$ cat config.mk
export PLATFORM = sky130hd
export DESIGN_NAME = rtpfrw_ctrl
export DESIGN_NICKNAME = d
export VERILOG_FILES = /design/src/hdl/rtpfrw_pkg.sv /design/src/hdl/rtpfrw_ctrl.sv
export SDC_FILE = /design/constraint.sdc
export NUM_CORES = 1
export LEC_CHECK = 0
export ABC_AREA = 0
export ABC_CLOCK_PERIOD_IN_PS = 1750
export BUFFER_PORTS_ARGS = -buffer_cell sky130_fd_sc_hd__buf_2
export CELL_PAD_IN_SITES_DETAIL_PLACEMENT = 1
export CELL_PAD_IN_SITES_GLOBAL_PLACEMENT = 1
export CORE_AREA = 4 4 60 62
export DETAILED_ROUTE_END_ITERATION = 8
export DIE_AREA = 0 0 64 66
export GPL_TIMING_DRIVEN = 0
export PLACE_DENSITY_LB_ADDON = 0.1
export SLEW_MARGIN = 30
export SYNTH_ARGS = -nofsm -noshare
export SYNTH_HDL_FRONTEND = slang
export SYNTH_SLANG_ARGS = --single-unit
$ cat constraint.sdc
create_clock -name i_clk -period 1.75 [get_ports i_clk]
set_clock_uncertainty 0.2 [all_clocks]
set_input_delay 0.175 -clock i_clk [delete_from_list [all_inputs] [get_ports i_clk]]
set_output_delay 0.175 -clock i_clk [all_outputs]
set_load 0.03 [all_outputs]
$ cat src/hdl/rtpfrw_pkg.sv
// Shared types and constants of the RTP frame reassembly window.
// Used by rtpfrw_ctrl, rtpfrw_dp and the top level; depends on nothing.
`default_nettype none
package rtpfrw_pkg;

    localparam int unsigned MAX_RESULTS = 64;
    localparam int unsigned CNT_W       = $clog2(MAX_RESULTS + 1);
    localparam logic [31:0] HALF_RANGE  = 32'h8000_0000;

    localparam logic ST_PART   = 1'b0;
    localparam logic ST_REJECT = 1'b1;

    // One slot of the reorder window as it is kept in memory.
    typedef struct packed {
        logic [31:0] ts;
        logic        end_mark;
        logic        start_mark;
        logic [15:0] handle;
        logic [15:0] length;
        logic [31:0] arrival;
    } t_row;

    typedef enum logic [3:0] {
        OP_NONE,
        OP_LATCH,
        OP_REJECT,
        OP_START,
        OP_INSERT,
        OP_NB,
        OP_OWN,
        OP_REF,
        OP_FW,
        OP_BW_STEP,
        OP_BW,
        OP_FTS,
        OP_EMIT,
        OP_SLIDE,
        OP_SL_STEP,
        OP_FINISH
    } t_op;

    typedef enum logic [2:0] {
        RD_NB,
        RD_INDEX,
        RD_IDX,
        RD_BW,
        RD_FIRST
    } t_rd_sel;

    typedef enum logic [1:0] {
        PH_PREV,
        PH_OWN,
        PH_NEXT
    } t_phase;

    typedef enum logic [4:0] {
        S_IDLE,
        S_SID,
        S_INSERT,
        S_NB_RD,
        S_NB_EV,
        S_OWN,
        S_CK_RD,
        S_CK_REF,
        S_FW_RD,
        S_FW_EV,
        S_BW_RD,
        S_BW_EV,
        S_EMT_RD,
        S_EMT,
        S_EM_RD,
        S_EM_EV,
        S_SLIDE,
        S_SL_STEP,
        S_FINISH
    } t_state;

    typedef struct packed {
        t_op     op;
        t_rd_sel rd_sel;
        logic    nb_next;
    } t_cmd;

    typedef struct packed {
        logic mismatch;
        logic ins_ok;
        logic nb_ok;
        logic fw_done;
        logic fw_ok;
        logic fw_edge;
        logic bw_edge;
        logic bw_done;
        logic bw_ok;
        logic em_last;
        logic sl_steps;
        logic sl_last;
    } t_stat;

endpackage
`default_nettype wire

$ cat src/hdl/rtpfrw_ctrl.sv
// Sequencer of the reassembly window: walks the insert, frame checks and slide.
// Depends on rtpfrw_pkg; drives rtpfrw_dp by commands and reads its status.
`default_nettype none
module rtpfrw_ctrl (
    input  wire                 i_clk,
    input  wire                 i_rst_n,
    input  wire                 i_start,
    input  rtpfrw_pkg::t_stat   i_stat,
    output rtpfrw_pkg::t_cmd    o_cmd,
    output logic                o_busy
);
    import rtpfrw_pkg::*;

    t_state r_state, n_state;
    t_phase r_phase, n_phase;

    always_ff @(posedge i_clk) begin
        if (!i_rst_n) begin
            r_state <= S_IDLE;
            r_phase <= PH_PREV;
        end else begin
            r_state <= n_state;
            r_phase <= n_phase;
        end
    end

    // Where to go once a frame check ends, found or not.
    always_comb begin
        t_state after_st;
        t_phase after_ph;
        after_st = S_SLIDE;
        after_ph = r_phase;
        case (r_phase)
            PH_PREV: begin
                after_st = S_OWN;
                after_ph = PH_OWN;
            end
            PH_OWN: begin
                after_st = S_NB_RD;
                after_ph = PH_NEXT;
            end
            default: begin
                after_st = S_SLIDE;
            end
        endcase

        n_state = r_state;
        n_phase = r_phase;
        case (r_state)
            S_IDLE:    if (i_start) n_state = S_SID;
            S_SID:     n_state = i_stat.mismatch ? S_IDLE : S_INSERT;
            S_INSERT: begin
                if (i_stat.ins_ok) begin
                    n_state = S_NB_RD;
                    n_phase = PH_PREV;
                end else begin
                    n_state = S_SLIDE;
                end
            end
            S_NB_RD:   n_state = S_NB_EV;
            S_NB_EV: begin
                if (i_stat.nb_ok) begin
                    n_state = S_CK_RD;
                end else begin
                    n_state = after_st;
                    n_phase = after_ph;
                end
            end
            S_OWN:     n_state = S_CK_RD;
            S_CK_RD:   n_state = S_CK_REF;
            S_CK_REF:  n_state = S_FW_RD;
            S_FW_RD:   n_state = S_FW_EV;
            S_FW_EV: begin
                if (i_stat.fw_done) begin
                    if (i_stat.fw_ok) begin
                        n_state = S_BW_RD;
                    end else begin
                        n_state = after_st;
                        n_phase = after_ph;
                    end
                end else if (i_stat.fw_edge) begin
                    n_state = after_st;
                    n_phase = after_ph;
                end else begin
                    n_state = S_FW_RD;
                end
            end
            S_BW_RD: begin
                if (i_stat.bw_edge) begin
                    n_state = after_st;
                    n_phase = after_ph;
                end else begin
                    n_state = S_BW_EV;
                end
            end
            S_BW_EV: begin
                if (!i_stat.bw_done) begin
                    n_state = S_BW_RD;
                end else if (i_stat.bw_ok) begin
                    n_state = S_EMT_RD;
                end else begin
                    n_state = after_st;
                    n_phase = after_ph;
                end
            end
            S_EMT_RD:  n_state = S_EMT;
            S_EMT:     n_state = S_EM_RD;
            S_EM_RD:   n_state = S_EM_EV;
            S_EM_EV: begin
                if (i_stat.em_last) begin
                    n_state = after_st;
                    n_phase = after_ph;
                end else begin
                    n_state = S_EM_RD;
                end
            end
            S_SLIDE:   n_state = i_stat.sl_steps ? S_SL_STEP : S_FINISH;
            S_SL_STEP: if (i_stat.sl_last) n_state = S_FINISH;
            S_FINISH:  n_state = S_IDLE;
            default:   n_state = S_IDLE;
        endcase
    end

    always_comb begin
        o_cmd.op      = OP_NONE;
        o_cmd.rd_sel  = RD_IDX;
        o_cmd.nb_next = (r_phase == PH_NEXT);
        o_busy        = (r_state != S_IDLE);
        case (r_state)
            S_IDLE:    o_cmd.op = i_start ? OP_LATCH : OP_NONE;
            S_SID:     o_cmd.op = i_stat.mismatch ? OP_REJECT : OP_START;
            S_INSERT:  o_cmd.op = OP_INSERT;
            S_NB_RD:   o_cmd.rd_sel = RD_NB;
            S_NB_EV:   o_cmd.op = OP_NB;
            S_OWN:     o_cmd.op = OP_OWN;
            S_CK_RD:   o_cmd.rd_sel = RD_INDEX;
            S_CK_REF:  o_cmd.op = OP_REF;
            S_FW_RD:   o_cmd.rd_sel = RD_IDX;
            S_FW_EV:   o_cmd.op = OP_FW;
            S_BW_RD: begin
                o_cmd.op     = OP_BW_STEP;
                o_cmd.rd_sel = RD_BW;
            end
            S_BW_EV:   o_cmd.op = OP_BW;
            S_EMT_RD:  o_cmd.rd_sel = RD_FIRST;
            S_EMT:     o_cmd.op = OP_FTS;
            S_EM_RD:   o_cmd.rd_sel = RD_IDX;
            S_EM_EV:   o_cmd.op = OP_EMIT;
            S_SLIDE:   o_cmd.op = OP_SLIDE;
            S_SL_STEP: o_cmd.op = OP_SL_STEP;
            S_FINISH:  o_cmd.op = OP_FINISH;
            default:   o_cmd.op = OP_NONE;
        endcase
    end

endmodule
`default_nettype wire

Word level (Yosys, flattened, before mapping)
Index checks and enable logic that the tools add are counted.
Widths: inputs -> output; s select.
{ "totals": {"register_bits": 7, "out_inout_bits": 9, "word_cells": 68} }
{ "op_classes": {"eq_ne": 30, "muxes": 30, "n_reduce_logical": 6} }
{ "op_table": {"columns": ["op", "count"], "rows": [
  ["$pmux 5 s18", 1],
  ["$pmux 4 s14", 1],
  ["$mux 5", 11],
  ["$eq 5x4->1 const B", 8],
  ["$mux 2", 11],
  ["$eq 5x3->1 const B", 4],
  ["$ne 2x2->1 const B", 8],
  ["$eq 5x5->1 const B", 3],
  ["$pmux 2 s6", 1],
  ["$pmux 3 s4", 1],
  ["$eq 5x2->1 const B", 2],
  ["$pmux 5 s2", 1],
  ["$reduce_and 9->1", 1],
  ["$ne 3x3->1 const B", 2],
  ["$reduce_bool 6->1", 1],
  ["$eq 5x1->1 const B", 1],
  ["$logic_not 5->1", 1],
  ["$reduce_bool 5->1", 1],
  ["$pmux 2 s2", 1],
  ["$eq 2x1->1 const B", 1],
  ["$eq 2x2->1 const B", 1],
  ["$logic_not 2->1", 1],
  ["$mux 1", 2],
  ["$reduce_and 2->1", 1]
]} }

Longest topological paths before layout
Gate-level depths: netlist of run 1.
{ "depth": {"word_depth": 5, "depth_mapped": 7, "depth_no_buf": 5} }

Worst setup path before layout of run 1
No wires, ideal clock.
{ "synth_path": {"path_kind": "register to output", "start": "register r_state[2]", "end": "output port o_cmd[4] (netlist name)", "arrival_ps": 1912, "required_ps": 1375, "slack_ps": -537, "stages_incl_launch_ff": 8, "n_path_buf": 3, "path_cell_list": "dfxtp_1 -> buf_2 -> clkbuf_1 -> buf_2 -> nand2_1 -> o21ai_0 -> a21boi_0 -> o21ai_0"} }
{ "synth_lines": {"columns": ["item", "line_no", "source"], "rows": [
  ["start, declared", "rtpfrw_ctrl.sv:14", "t_state r_state, n_state;"],
  ["start signal, assigned", "rtpfrw_ctrl.sv:22", "r_state <= n_state;"],
  ["end, declared", "rtpfrw_ctrl.sv:9", "output rtpfrw_pkg::t_cmd o_cmd,"]
]} }

==> results of run 1 <==
-- timing repair --
action	in CTS	in global routing
endpoints found under the setup margin	15	15
pin swaps	5	3
buffers inserted	4	3
resized for setup	55	11
hold endpoints to repair	0	0
-- final cells by class --
class	count	area [sq um]
fill	387	1520
multi-input combinational	129	882
timing repair buffer	30	204
buffer	11	169
sequential	7	154
tap	44	55.1
clock buffer	4	26.3
inverter	3	13.8
-- worst max path at each step --
stage	endpoint	slack, ns	cells past startpoint
finish	o_cmd[4]	-0.28	4
global route	r_phase[1]	-0.36	5
CTS	o_cmd[4]	-0.29	4
detailed placement	o_cmd[4]	-0.50	7
global placement	o_cmd[4]	-0.47	7
floorplan	o_cmd[4]	-0.12	6
-- placed cells by master, fill, tap and decap left out, types with 2 or more instances in the layout --
cell and n:
sky130_fd_sc_hd__buf_4 9, sky130_fd_sc_hd__o21ai_2 2, sky130_fd_sc_hd__o211ai_1 2, sky130_fd_sc_hd__clkbuf_16 2, sky130_fd_sc_hd__nor4_1 2, sky130_fd_sc_hd__clkbuf_8 4, sky130_fd_sc_hd__nand4_1 3, sky130_fd_sc_hd__nand3_1 5
sky130_fd_sc_hd__nor3_1 11, sky130_fd_sc_hd__nor2_1 8, sky130_fd_sc_hd__o21a_1 2, sky130_fd_sc_hd__nand2b_1 9, sky130_fd_sc_hd__dfxtp_2 2, sky130_fd_sc_hd__o22ai_1 4, sky130_fd_sc_hd__nor3_2 2, sky130_fd_sc_hd__xnor2_1 2
sky130_fd_sc_hd__o21ai_0 6, sky130_fd_sc_hd__nand3b_1 3, sky130_fd_sc_hd__dfxtp_1 2, sky130_fd_sc_hd__mux2i_1 3, sky130_fd_sc_hd__buf_2 16, sky130_fd_sc_hd__clkbuf_4 3, sky130_fd_sc_hd__dfxtp_4 3, sky130_fd_sc_hd__a2111oi_1 2
sky130_fd_sc_hd__buf_8 2, sky130_fd_sc_hd__buf_6 8, sky130_fd_sc_hd__nor2b_1 6, sky130_fd_sc_hd__nand2_1 12, sky130_fd_sc_hd__o21ai_1 2, sky130_fd_sc_hd__a21oi_1 10, sky130_fd_sc_hd__a31oi_1 2
-- flip-flops by register name (all words and copies together) (netlist names) --
signal and flops:
r_phase 2, r_state 5
-- power by group through the flow --
stage	clock network, W	registers [W]	logic (W)
after floorplan	0	0.000212	0.000687
after global placement	0	0.000233	0.000906
after detailed placement	0	0.000231	0.000923
after CTS	0.000157	0.000237	0.00117
after global routing	0.000168	0.000250	0.00131
final	0.000150	0.000243	0.00124
-- worst max-delay path, cell delays in order (launching register included) --
cell	delay (ns)
sky130_fd_sc_hd__dfxtp_4	0.37
sky130_fd_sc_hd__or4b_4	0.59
sky130_fd_sc_hd__a21boi_2	0.18
sky130_fd_sc_hd__o21ai_2	0.12
sky130_fd_sc_hd__buf_6	0.14
-- per-layer routing --
| layer | vias to the layer above | global-route usage | wire, microns |
|---|---|---|---|
| li1 | 635 | - | - |
| met1 | 650 | 0.282 | 1940 |
| met2 | 64 | 0.373 | 2150 |
| met3 | 10 | 0.0357 | 252 |
| met4 | 0 | 0.0539 | 105 |
| met5 | - | 0 | 0 |
-- cell families after synthesis --
group / count (synthesis) / share of synthesized area
buffers and inverters: 15 / 0.0635
DFF: 7 / 0.142
AOI/OAI and AO/OA: 45 / 0.291
xor gates and xnor gates: 2 / 0.0178
muxes: 3 / 0.0305
adders and majority gates: 1 / 0.0102
and+or+nand+nor: 78 / 0.445
-- per-stage QoR --
step | power, W | TNS, ns
finish | 0.00163 | -2.46
global route | 0.00173 | -4.06
CTS | 0.00156 | -2.39
detailed placement | 0.00115 | -4.28
global placement | 0.00114 | -4.04
floorplan | 0.000899 | -0.298
-- synthesized netlist by cell type (all sizes together) (3+ instances only) --
cell type,count
nor3,14
nand2,12
a21oi,11
nand2b,11
o21ai,10
nor2,8
clkbuf,7
dfxtp,7
nor2b,7
buf,5
nand3,5
o22ai,4
a31oi,3
mux2i,3
nand3b,3
nand4,3
nor4,3
==> flow_results.xml, run 1 <==
<?xml version="1.0" encoding="UTF-8"?>
<metrics>
  <group name="route">
    <metric name="detailedRoute.firstIterationViolations" unit="">108</metric>
    <metric name="first_pass_iters" unit="">4</metric>
    <metric name="route.vias.total" unit="">1359</metric>
    <metric name="detail-route-antenna-nets" unit="">0</metric>
    <metric name="drt-total-wl" unit="microns">4450</metric>
    <metric name="drc" unit="">0</metric>
    <metric name="drt-vias-per-instance" unit="">5.96</metric>
    <metric name="avgRoutedWirePerCell" unit="microns">19.5</metric>
  </group>
  <group name="floorplanning">
    <metric name="die_area" unit="sq um">4220</metric>
    <metric name="die_x" unit="microns">64</metric>
    <metric name="core_region_area" unit="sq um">3030</metric>
    <metric name="ios" unit="">24</metric>
    <metric name="initial_utilization" unit="">0.326</metric>
    <metric name="std_cell_rows" unit="">20</metric>
    <metric name="fp.dieH" unit="microns">66</metric>
  </group>
  <group name="grt">
    <metric name="grt_pass1_vias" unit="">1448</metric>
    <metric name="grt_max_degree" unit="">11</metric>
    <metric name="global_route.usage.total" unit="">0.218</metric>
    <metric name="antenna_violations_before_repair" unit="">0</metric>
    <metric name="grt_pass1_wl" unit="microns">7270</metric>
    <metric name="final_global_route_overflow_total" unit="">0</metric>
  </group>
  <group name="timing">
    <metric name="setup_slack" unit="ns">-0.279</metric>
    <metric name="worst_slew_margin_rel" unit="">0.638</metric>
    <metric name="finalWorstPathRequiredPeriod" unit="ns">2.03</metric>
    <metric name="tightestPinTransition" unit="ns">0.538</metric>
    <metric name="setup_viol" unit="">15</metric>
    <metric name="max_clock_freq" unit="MHz">493</metric>
    <metric name="period_share" unit="">1.16</metric>
    <metric name="setup_repair_after_global_routing_missed_its_margin" unit="">true</metric>
    <metric name="max_slew_violations" unit="">0</metric>
    <metric name="hold_slack" unit="ns">0.0531</metric>
    <metric name="hold_violations" unit="">0</metric>
  </group>
  <group name="power">
    <metric name="total_leakage_power" unit="nW">0.547</metric>
    <metric name="net-switching-power" unit="W">0.000814</metric>
    <metric name="p_sw_frac" unit="">0.498</metric>
    <metric name="p_per_area" unit="nW/um^2">1090</metric>
    <metric name="pwr-share-comb" unit="">0.760</metric>
    <metric name="pwr-share-clk" unit="">0.092</metric>
    <metric name="cell_internal_pwr" unit="W">0.000820</metric>
    <metric name="sequential_share_of_power" unit="">0.149</metric>
    <metric name="vdd.ir_drop.worst" unit="mV">0.502</metric>
  </group>
  <group name="finish">
    <metric name="final_layout_size_suffix_gt1_frac" unit="">0.375</metric>
    <metric name="layout.core_utilization" unit="">0.497</metric>
    <metric name="layout.cell_area.non_filler" unit="sq um">1500</metric>
    <metric name="fin_nets" unit="">200</metric>
    <metric name="stdcell_count" unit="">228</metric>
    <metric name="area.growth.synth_to_final" unit="%">52.5</metric>
    <metric name="antenna_diode_instance_count" unit="">0</metric>
  </group>
  <group name="setup_path">
    <metric name="worstReg2RegStart" unit="">r_state[1]</metric>
    <metric name="worstPathArrival" unit="ns">1.65</metric>
    <metric name="critPathKind" unit="">reg2out</metric>
    <metric name="cp-startpoint" unit="">r_state[1]</metric>
    <metric name="worst-r2r-setup-slack" unit="ns">-0.19</metric>
    <metric name="critical_path.endpoint_type" unit="">output port</metric>
    <metric name="critical_path_required" unit="ns">1.37</metric>
    <metric name="critPathLaunchType" unit="">register</metric>
    <metric name="r2r-end" unit="">r_state[0]</metric>
    <metric name="crit_fanout" unit="">4</metric>
    <metric name="worstRegToRegCells" unit="">5</metric>
  </group>
  <group name="synthesis">
    <metric name="number_of_instances_in_the_synthesized_netlist" unit="">151</metric>
    <metric name="post_synth_instance_area" unit="sq um">986</metric>
    <metric name="postSynth.asyncResetShare" unit="">0</metric>
    <metric name="postSynthRegisterBits" unit="">7</metric>
    <metric name="post-synth-top-area-cell" unit="">sky130_fd_sc_hd__dfxtp_1</metric>
    <metric name="synth_flop_cell" unit="">sky130_fd_sc_hd__dfxtp_1</metric>
    <metric name="fraction_of_synthesized_cell_area_taken_by_the_top_area_cell_type" unit="">0.142</metric>
    <metric name="mappedNetlistNets" unit="">166</metric>
    <metric name="area_contributors_post_synth" unit="">sky130_fd_sc_hd__dfxtp_1 14%, sky130_fd_sc_hd__nor3_1 7.1%, sky130_fd_sc_hd__nand2b_1 7.0%</metric>
    <metric name="synth_area_per_cell" unit="sq um">6.53</metric>
    <metric name="netlist-cell-type-count" unit="">45</metric>
    <metric name="synth_enable_flop_cells" unit="">0</metric>
    <metric name="synth_seq_area_share" unit="">0.142</metric>
    <metric name="yosysWarnings" unit="">0</metric>
  </group>
  <group name="cts">
    <metric name="clock-sinks" unit="">7</metric>
    <metric name="htree_num_levels" unit="">1</metric>
    <metric name="tritoncts" unit="">built</metric>
    <metric name="hold_buffers" unit="">0</metric>
    <metric name="clockBufferDepth" unit="">2</metric>
    <metric name="cts_inserted_buffers" unit="">3</metric>
    <metric name="cts.clk_slew.worst_paths" unit="ns">0.06</metric>
    <metric name="clockRootBuffer" unit="">sky130_fd_sc_hd__clkbuf_4</metric>
    <metric name="worstSkewPairLatency" unit="ns">0.25</metric>
  </group>
  <group name="placement">
    <metric name="buffer_ports.inserted" unit="">23</metric>
    <metric name="routabilityCongestion" unit="">0.894</metric>
    <metric name="place_area" unit="sq um">1210</metric>
    <metric name="placed_cells_incl_taps" unit="">218</metric>
    <metric name="place_ws" unit="ns">-0.502</metric>
    <metric name="place_hpwl" unit="microns">3030</metric>
  </group>
  <group name="worst_hold_path">
    <metric name="timing.hold.worst.start" unit="">i_rst_n</metric>
    <metric name="min-delay-path-class" unit="">in2reg</metric>
    <metric name="hold_path_depth" unit="">3</metric>
    <metric name="hold_path_end" unit="">r_state[1]</metric>
  </group>
  <group name="job">
    <metric name="max_cap_viols" unit="">0</metric>
  </group>
  <group name="status">
    <metric name="outcome" unit="">finished, violations left</metric>
    <metric name="failed_checks" unit="">setup timing</metric>
  </group>
</metrics>
No activity file was read; power rests on OpenSTA's default activity.
==> run 2, diff against run 1 <==
--- a/config.mk
+++ b/config.mk
@@ -6,7 +6,7 @@
 export NUM_CORES = 1
 export LEC_CHECK = 0
 export ABC_AREA = 0
-export ABC_CLOCK_PERIOD_IN_PS = 1750
+export ABC_CLOCK_PERIOD_IN_PS = 1700
 export BUFFER_PORTS_ARGS = -buffer_cell sky130_fd_sc_hd__buf_2
 export CELL_PAD_IN_SITES_DETAIL_PLACEMENT = 1
 export CELL_PAD_IN_SITES_GLOBAL_PLACEMENT = 1
@@ -15,6 +15,7 @@
 export DIE_AREA = 0 0 64 66
 export GPL_TIMING_DRIVEN = 0
 export PLACE_DENSITY_LB_ADDON = 0.1
+export SETUP_SLACK_MARGIN = 0.3
 export SLEW_MARGIN = 30
 export SYNTH_ARGS = -nofsm -noshare
 export SYNTH_HDL_FRONTEND = slang
==> constraint.sdc (replaced) <==
create_clock -name i_clk -period 1.7 [get_ports i_clk]
set_clock_uncertainty 0.2 [all_clocks]
set_input_delay 0.17 -clock i_clk [delete_from_list [all_inputs] [get_ports i_clk]]
set_output_delay 0.17 -clock i_clk [all_outputs]
set_load 0.03 [all_outputs]
==> run 2 against run 1 <==
Net effect: the flow still finishes with violations (setup timing); final cell count grew 7.5%; global-route usage grew 0.65 points; clock power grew 3%; largest power group unchanged; via count grew 8.7%.
==> flow_results.xml, run 2 (synthesis results as in run 1) <==
<?xml version="1.0" encoding="UTF-8"?>
<metrics>
  <group name="status">
    <metric name="outcome" unit="">finished, violations left</metric>
    <metric name="failed_checks" unit="">setup timing</metric>
  </group>
  <group name="placement">
    <metric name="place_hpwl" unit="microns">3160</metric>
    <metric name="buffer_ports.inserted" unit="">23</metric>
    <metric name="routabilityCongestion" unit="">0.828</metric>
  </group>
  <group name="floorplanning">
    <metric name="initial_utilization" unit="">0.326</metric>
    <metric name="fp.dieH" unit="microns">66</metric>
    <metric name="die_area" unit="sq um">4220</metric>
    <metric name="ios" unit="">24</metric>
    <metric name="die_x" unit="microns">64</metric>
    <metric name="core_region_area" unit="sq um">3030</metric>
    <metric name="std_cell_rows" unit="">20</metric>
  </group>
  <group name="setup_path">
    <metric name="crit_path_top_delay_cell" unit="">sky130_fd_sc_hd__or4_4</metric>
    <metric name="worstPathArrival" unit="ns">1.62</metric>
    <metric name="path_delay_family" unit="">simple AND/OR/NAND/NOR gates</metric>
    <metric name="critPathLaunchType" unit="">register</metric>
    <metric name="critical_path.endpoint_type" unit="">output port</metric>
    <metric name="critPathMaxStageDelay" unit="ns">0.46</metric>
    <metric name="crit_fanout" unit="">6</metric>
    <metric name="cp_num_buf_inv" unit="">1</metric>
    <metric name="worstPathCellList" unit="">or2_1 -&gt; or4_4 -&gt; buf_6</metric>
    <metric name="critical_path_required" unit="ns">1.33</metric>
    <metric name="critPathKind" unit="">reg2out</metric>
  </group>
  <group name="power">
    <metric name="pwr-share-comb" unit="">0.804</metric>
    <metric name="pwr-share-clk" unit="">0.075</metric>
    <metric name="net-switching-power" unit="W">0.000979</metric>
    <metric name="p_per_area" unit="nW/um^2">1070</metric>
    <metric name="power" unit="W">0.00208</metric>
    <metric name="total_leakage_power" unit="nW">0.725</metric>
    <metric name="vdd.ir_drop.worst" unit="mV">0.625</metric>
    <metric name="sequential_share_of_power" unit="">0.121</metric>
    <metric name="p_sw_frac" unit="">0.472</metric>
    <metric name="cell_internal_pwr" unit="W">0.00110</metric>
  </group>
  <group name="route">
    <metric name="detailedRoute.firstIterationViolations" unit="">77</metric>
    <metric name="route.vias.total" unit="">1477</metric>
    <metric name="first_pass_iters" unit="">4</metric>
    <metric name="detail-route-antenna-nets" unit="">0</metric>
    <metric name="drt-vias-per-instance" unit="">6.03</metric>
    <metric name="drc" unit="">0</metric>
    <metric name="avgRoutedWirePerCell" unit="microns">20.2</metric>
    <metric name="drt-total-wl" unit="microns">4950</metric>
  </group>
  <group name="cts">
    <metric name="tritoncts" unit="">built</metric>
    <metric name="worstSkewPairLatency" unit="ns">0.25</metric>
    <metric name="hold_buffers" unit="">0</metric>
    <metric name="cts.clk_slew.worst_paths" unit="ns">0.05</metric>
    <metric name="clockRootBuffer" unit="">sky130_fd_sc_hd__clkbuf_4</metric>
    <metric name="htree_num_levels" unit="">1</metric>
    <metric name="clock-sinks" unit="">7</metric>
    <metric name="clockBufferDepth" unit="">2</metric>
    <metric name="cts_inserted_buffers" unit="">3</metric>
  </group>
  <group name="finish">
    <metric name="area.growth.synth_to_final" unit="%">96.2</metric>
    <metric name="layout.cells.most_common" unit="">sky130_fd_sc_hd__buf_4</metric>
    <metric name="most-common-layout-cells" unit="">19 x sky130_fd_sc_hd__buf_4, 14 x sky130_fd_sc_hd__buf_2, 13 x sky130_fd_sc_hd__buf_6, 11 x sky130_fd_sc_hd__nand2_1</metric>
    <metric name="fin_nets" unit="">217</metric>
    <metric name="antenna_diode_instance_count" unit="">0</metric>
    <metric name="final_layout_size_suffix_gt1_frac" unit="">0.537</metric>
    <metric name="max_ffs_per_register" unit="">5</metric>
    <metric name="reg.largest.list" unit="">r_state (5), r_phase (2)</metric>
    <metric name="registers.top_by_ff_count" unit="">r_state</metric>
  </group>
  <group name="timing">
    <metric name="setup_slack" unit="ns">-0.285</metric>
    <metric name="max_slew_violations" unit="">0</metric>
    <metric name="period_share" unit="">1.17</metric>
    <metric name="tightestPinTransition" unit="ns">0.458</metric>
    <metric name="setup_repair_after_global_routing_missed_its_margin" unit="">true</metric>
    <metric name="setup-tns-final" unit="ns">-3.17</metric>
    <metric name="setup_viol" unit="">14</metric>
    <metric name="finalWorstPathRequiredPeriod" unit="ns">1.99</metric>
    <metric name="worst_slew_margin_rel" unit="">0.687</metric>
    <metric name="hold_violations" unit="">0</metric>
    <metric name="max_clock_freq" unit="MHz">504</metric>
  </group>
  <group name="grt">
    <metric name="grt_pass1_wl" unit="microns">7560</metric>
    <metric name="final_global_route_overflow_total" unit="">0</metric>
    <metric name="antenna_violations_before_repair" unit="">0</metric>
    <metric name="grt_max_degree" unit="">11</metric>
    <metric name="grt_pass1_vias" unit="">1551</metric>
    <metric name="global_route.usage.total" unit="">0.224</metric>
  </group>
  <group name="job">
    <metric name="max_cap_viols" unit="">0</metric>
  </group>
  <group name="worst_hold_path">
    <metric name="min-delay-path-class" unit="">in2reg</metric>
  </group>
</metrics>
## run 2: path summary, 6_finish.rpt
path | start | end | slack, ns | cells after the start
max | r_state[3] | o_busy | -0.29 | 3
max reg2reg | r_state[3] | r_state[0] | -0.27 | 6
min reg2reg | r_phase[0] | r_phase[0] | 0.38 | 2
min | i_rst_n | r_state[0] | 0.01 | 3
## run 2: worst reg2reg max path: stages, from the launching register on
cell	delay (ns)
sky130_fd_sc_hd__dfxtp_4	0.36
sky130_fd_sc_hd__or4b_4	0.56
sky130_fd_sc_hd__buf_6	0.15
sky130_fd_sc_hd__or3_1	0.31
sky130_fd_sc_hd__nand4_1	0.13
sky130_fd_sc_hd__nand2b_1	0.08
sky130_fd_sc_hd__a31oi_1	0.11
## run 2: power groups by stage
stage / clock, W / combinational (W) / sequential, W
floorplan: 0 / 0.000836 / 0.000226
global placement: 0 / 0.00107 / 0.000241
detailed placement: 0 / 0.00110 / 0.000245
CTS: 0.000151 / 0.00148 / 0.000244
global route: 0.000169 / 0.00176 / 0.000257
finish: 0.000155 / 0.00167 / 0.000252
## run 2: per-layer routing
layer  GRT usage  part of all wire
met4      0.0458             0.051
met1       0.258              0.38
met3      0.0170             0.043
met5           0                 0
met2       0.445              0.52
## run 2: stage by stage
stage          hold WS [ns]  instances  utilization  setup WS, ns  area [sq um]
2_1_floorplan        0.0787        151            -       -0.0318          1190
3_3_place_gp          0.263        218        0.448        -0.258          1360
3_5_place_dp          0.274        218        0.448        -0.271          1360
4_1_cts              0.0154        237        0.581        -0.263          1760
5_1_grt              0.0328        245        0.639        -0.380          1930
6_report             0.0113        245        0.639        -0.285          1930
## run 2: timing repair
action,4_1_cts,5_1_grt
setup buffers,14,8
cloned,1,0
pin swaps,16,9
setup endpoints to repair,16,16
resized for setup,61,24
## run 2: final cells by class
cell class | instances | area (sq um)
Fill cell | 352 | 1090
Multi-Input combinational cell | 129 | 1090
Tap cell | 44 | 55.1
Inverter | 3 | 16.3
Timing Repair Buffer | 46 | 375
Sequential cell | 7 | 154
Clock buffer | 4 | 26.3
Buffer | 12 | 214
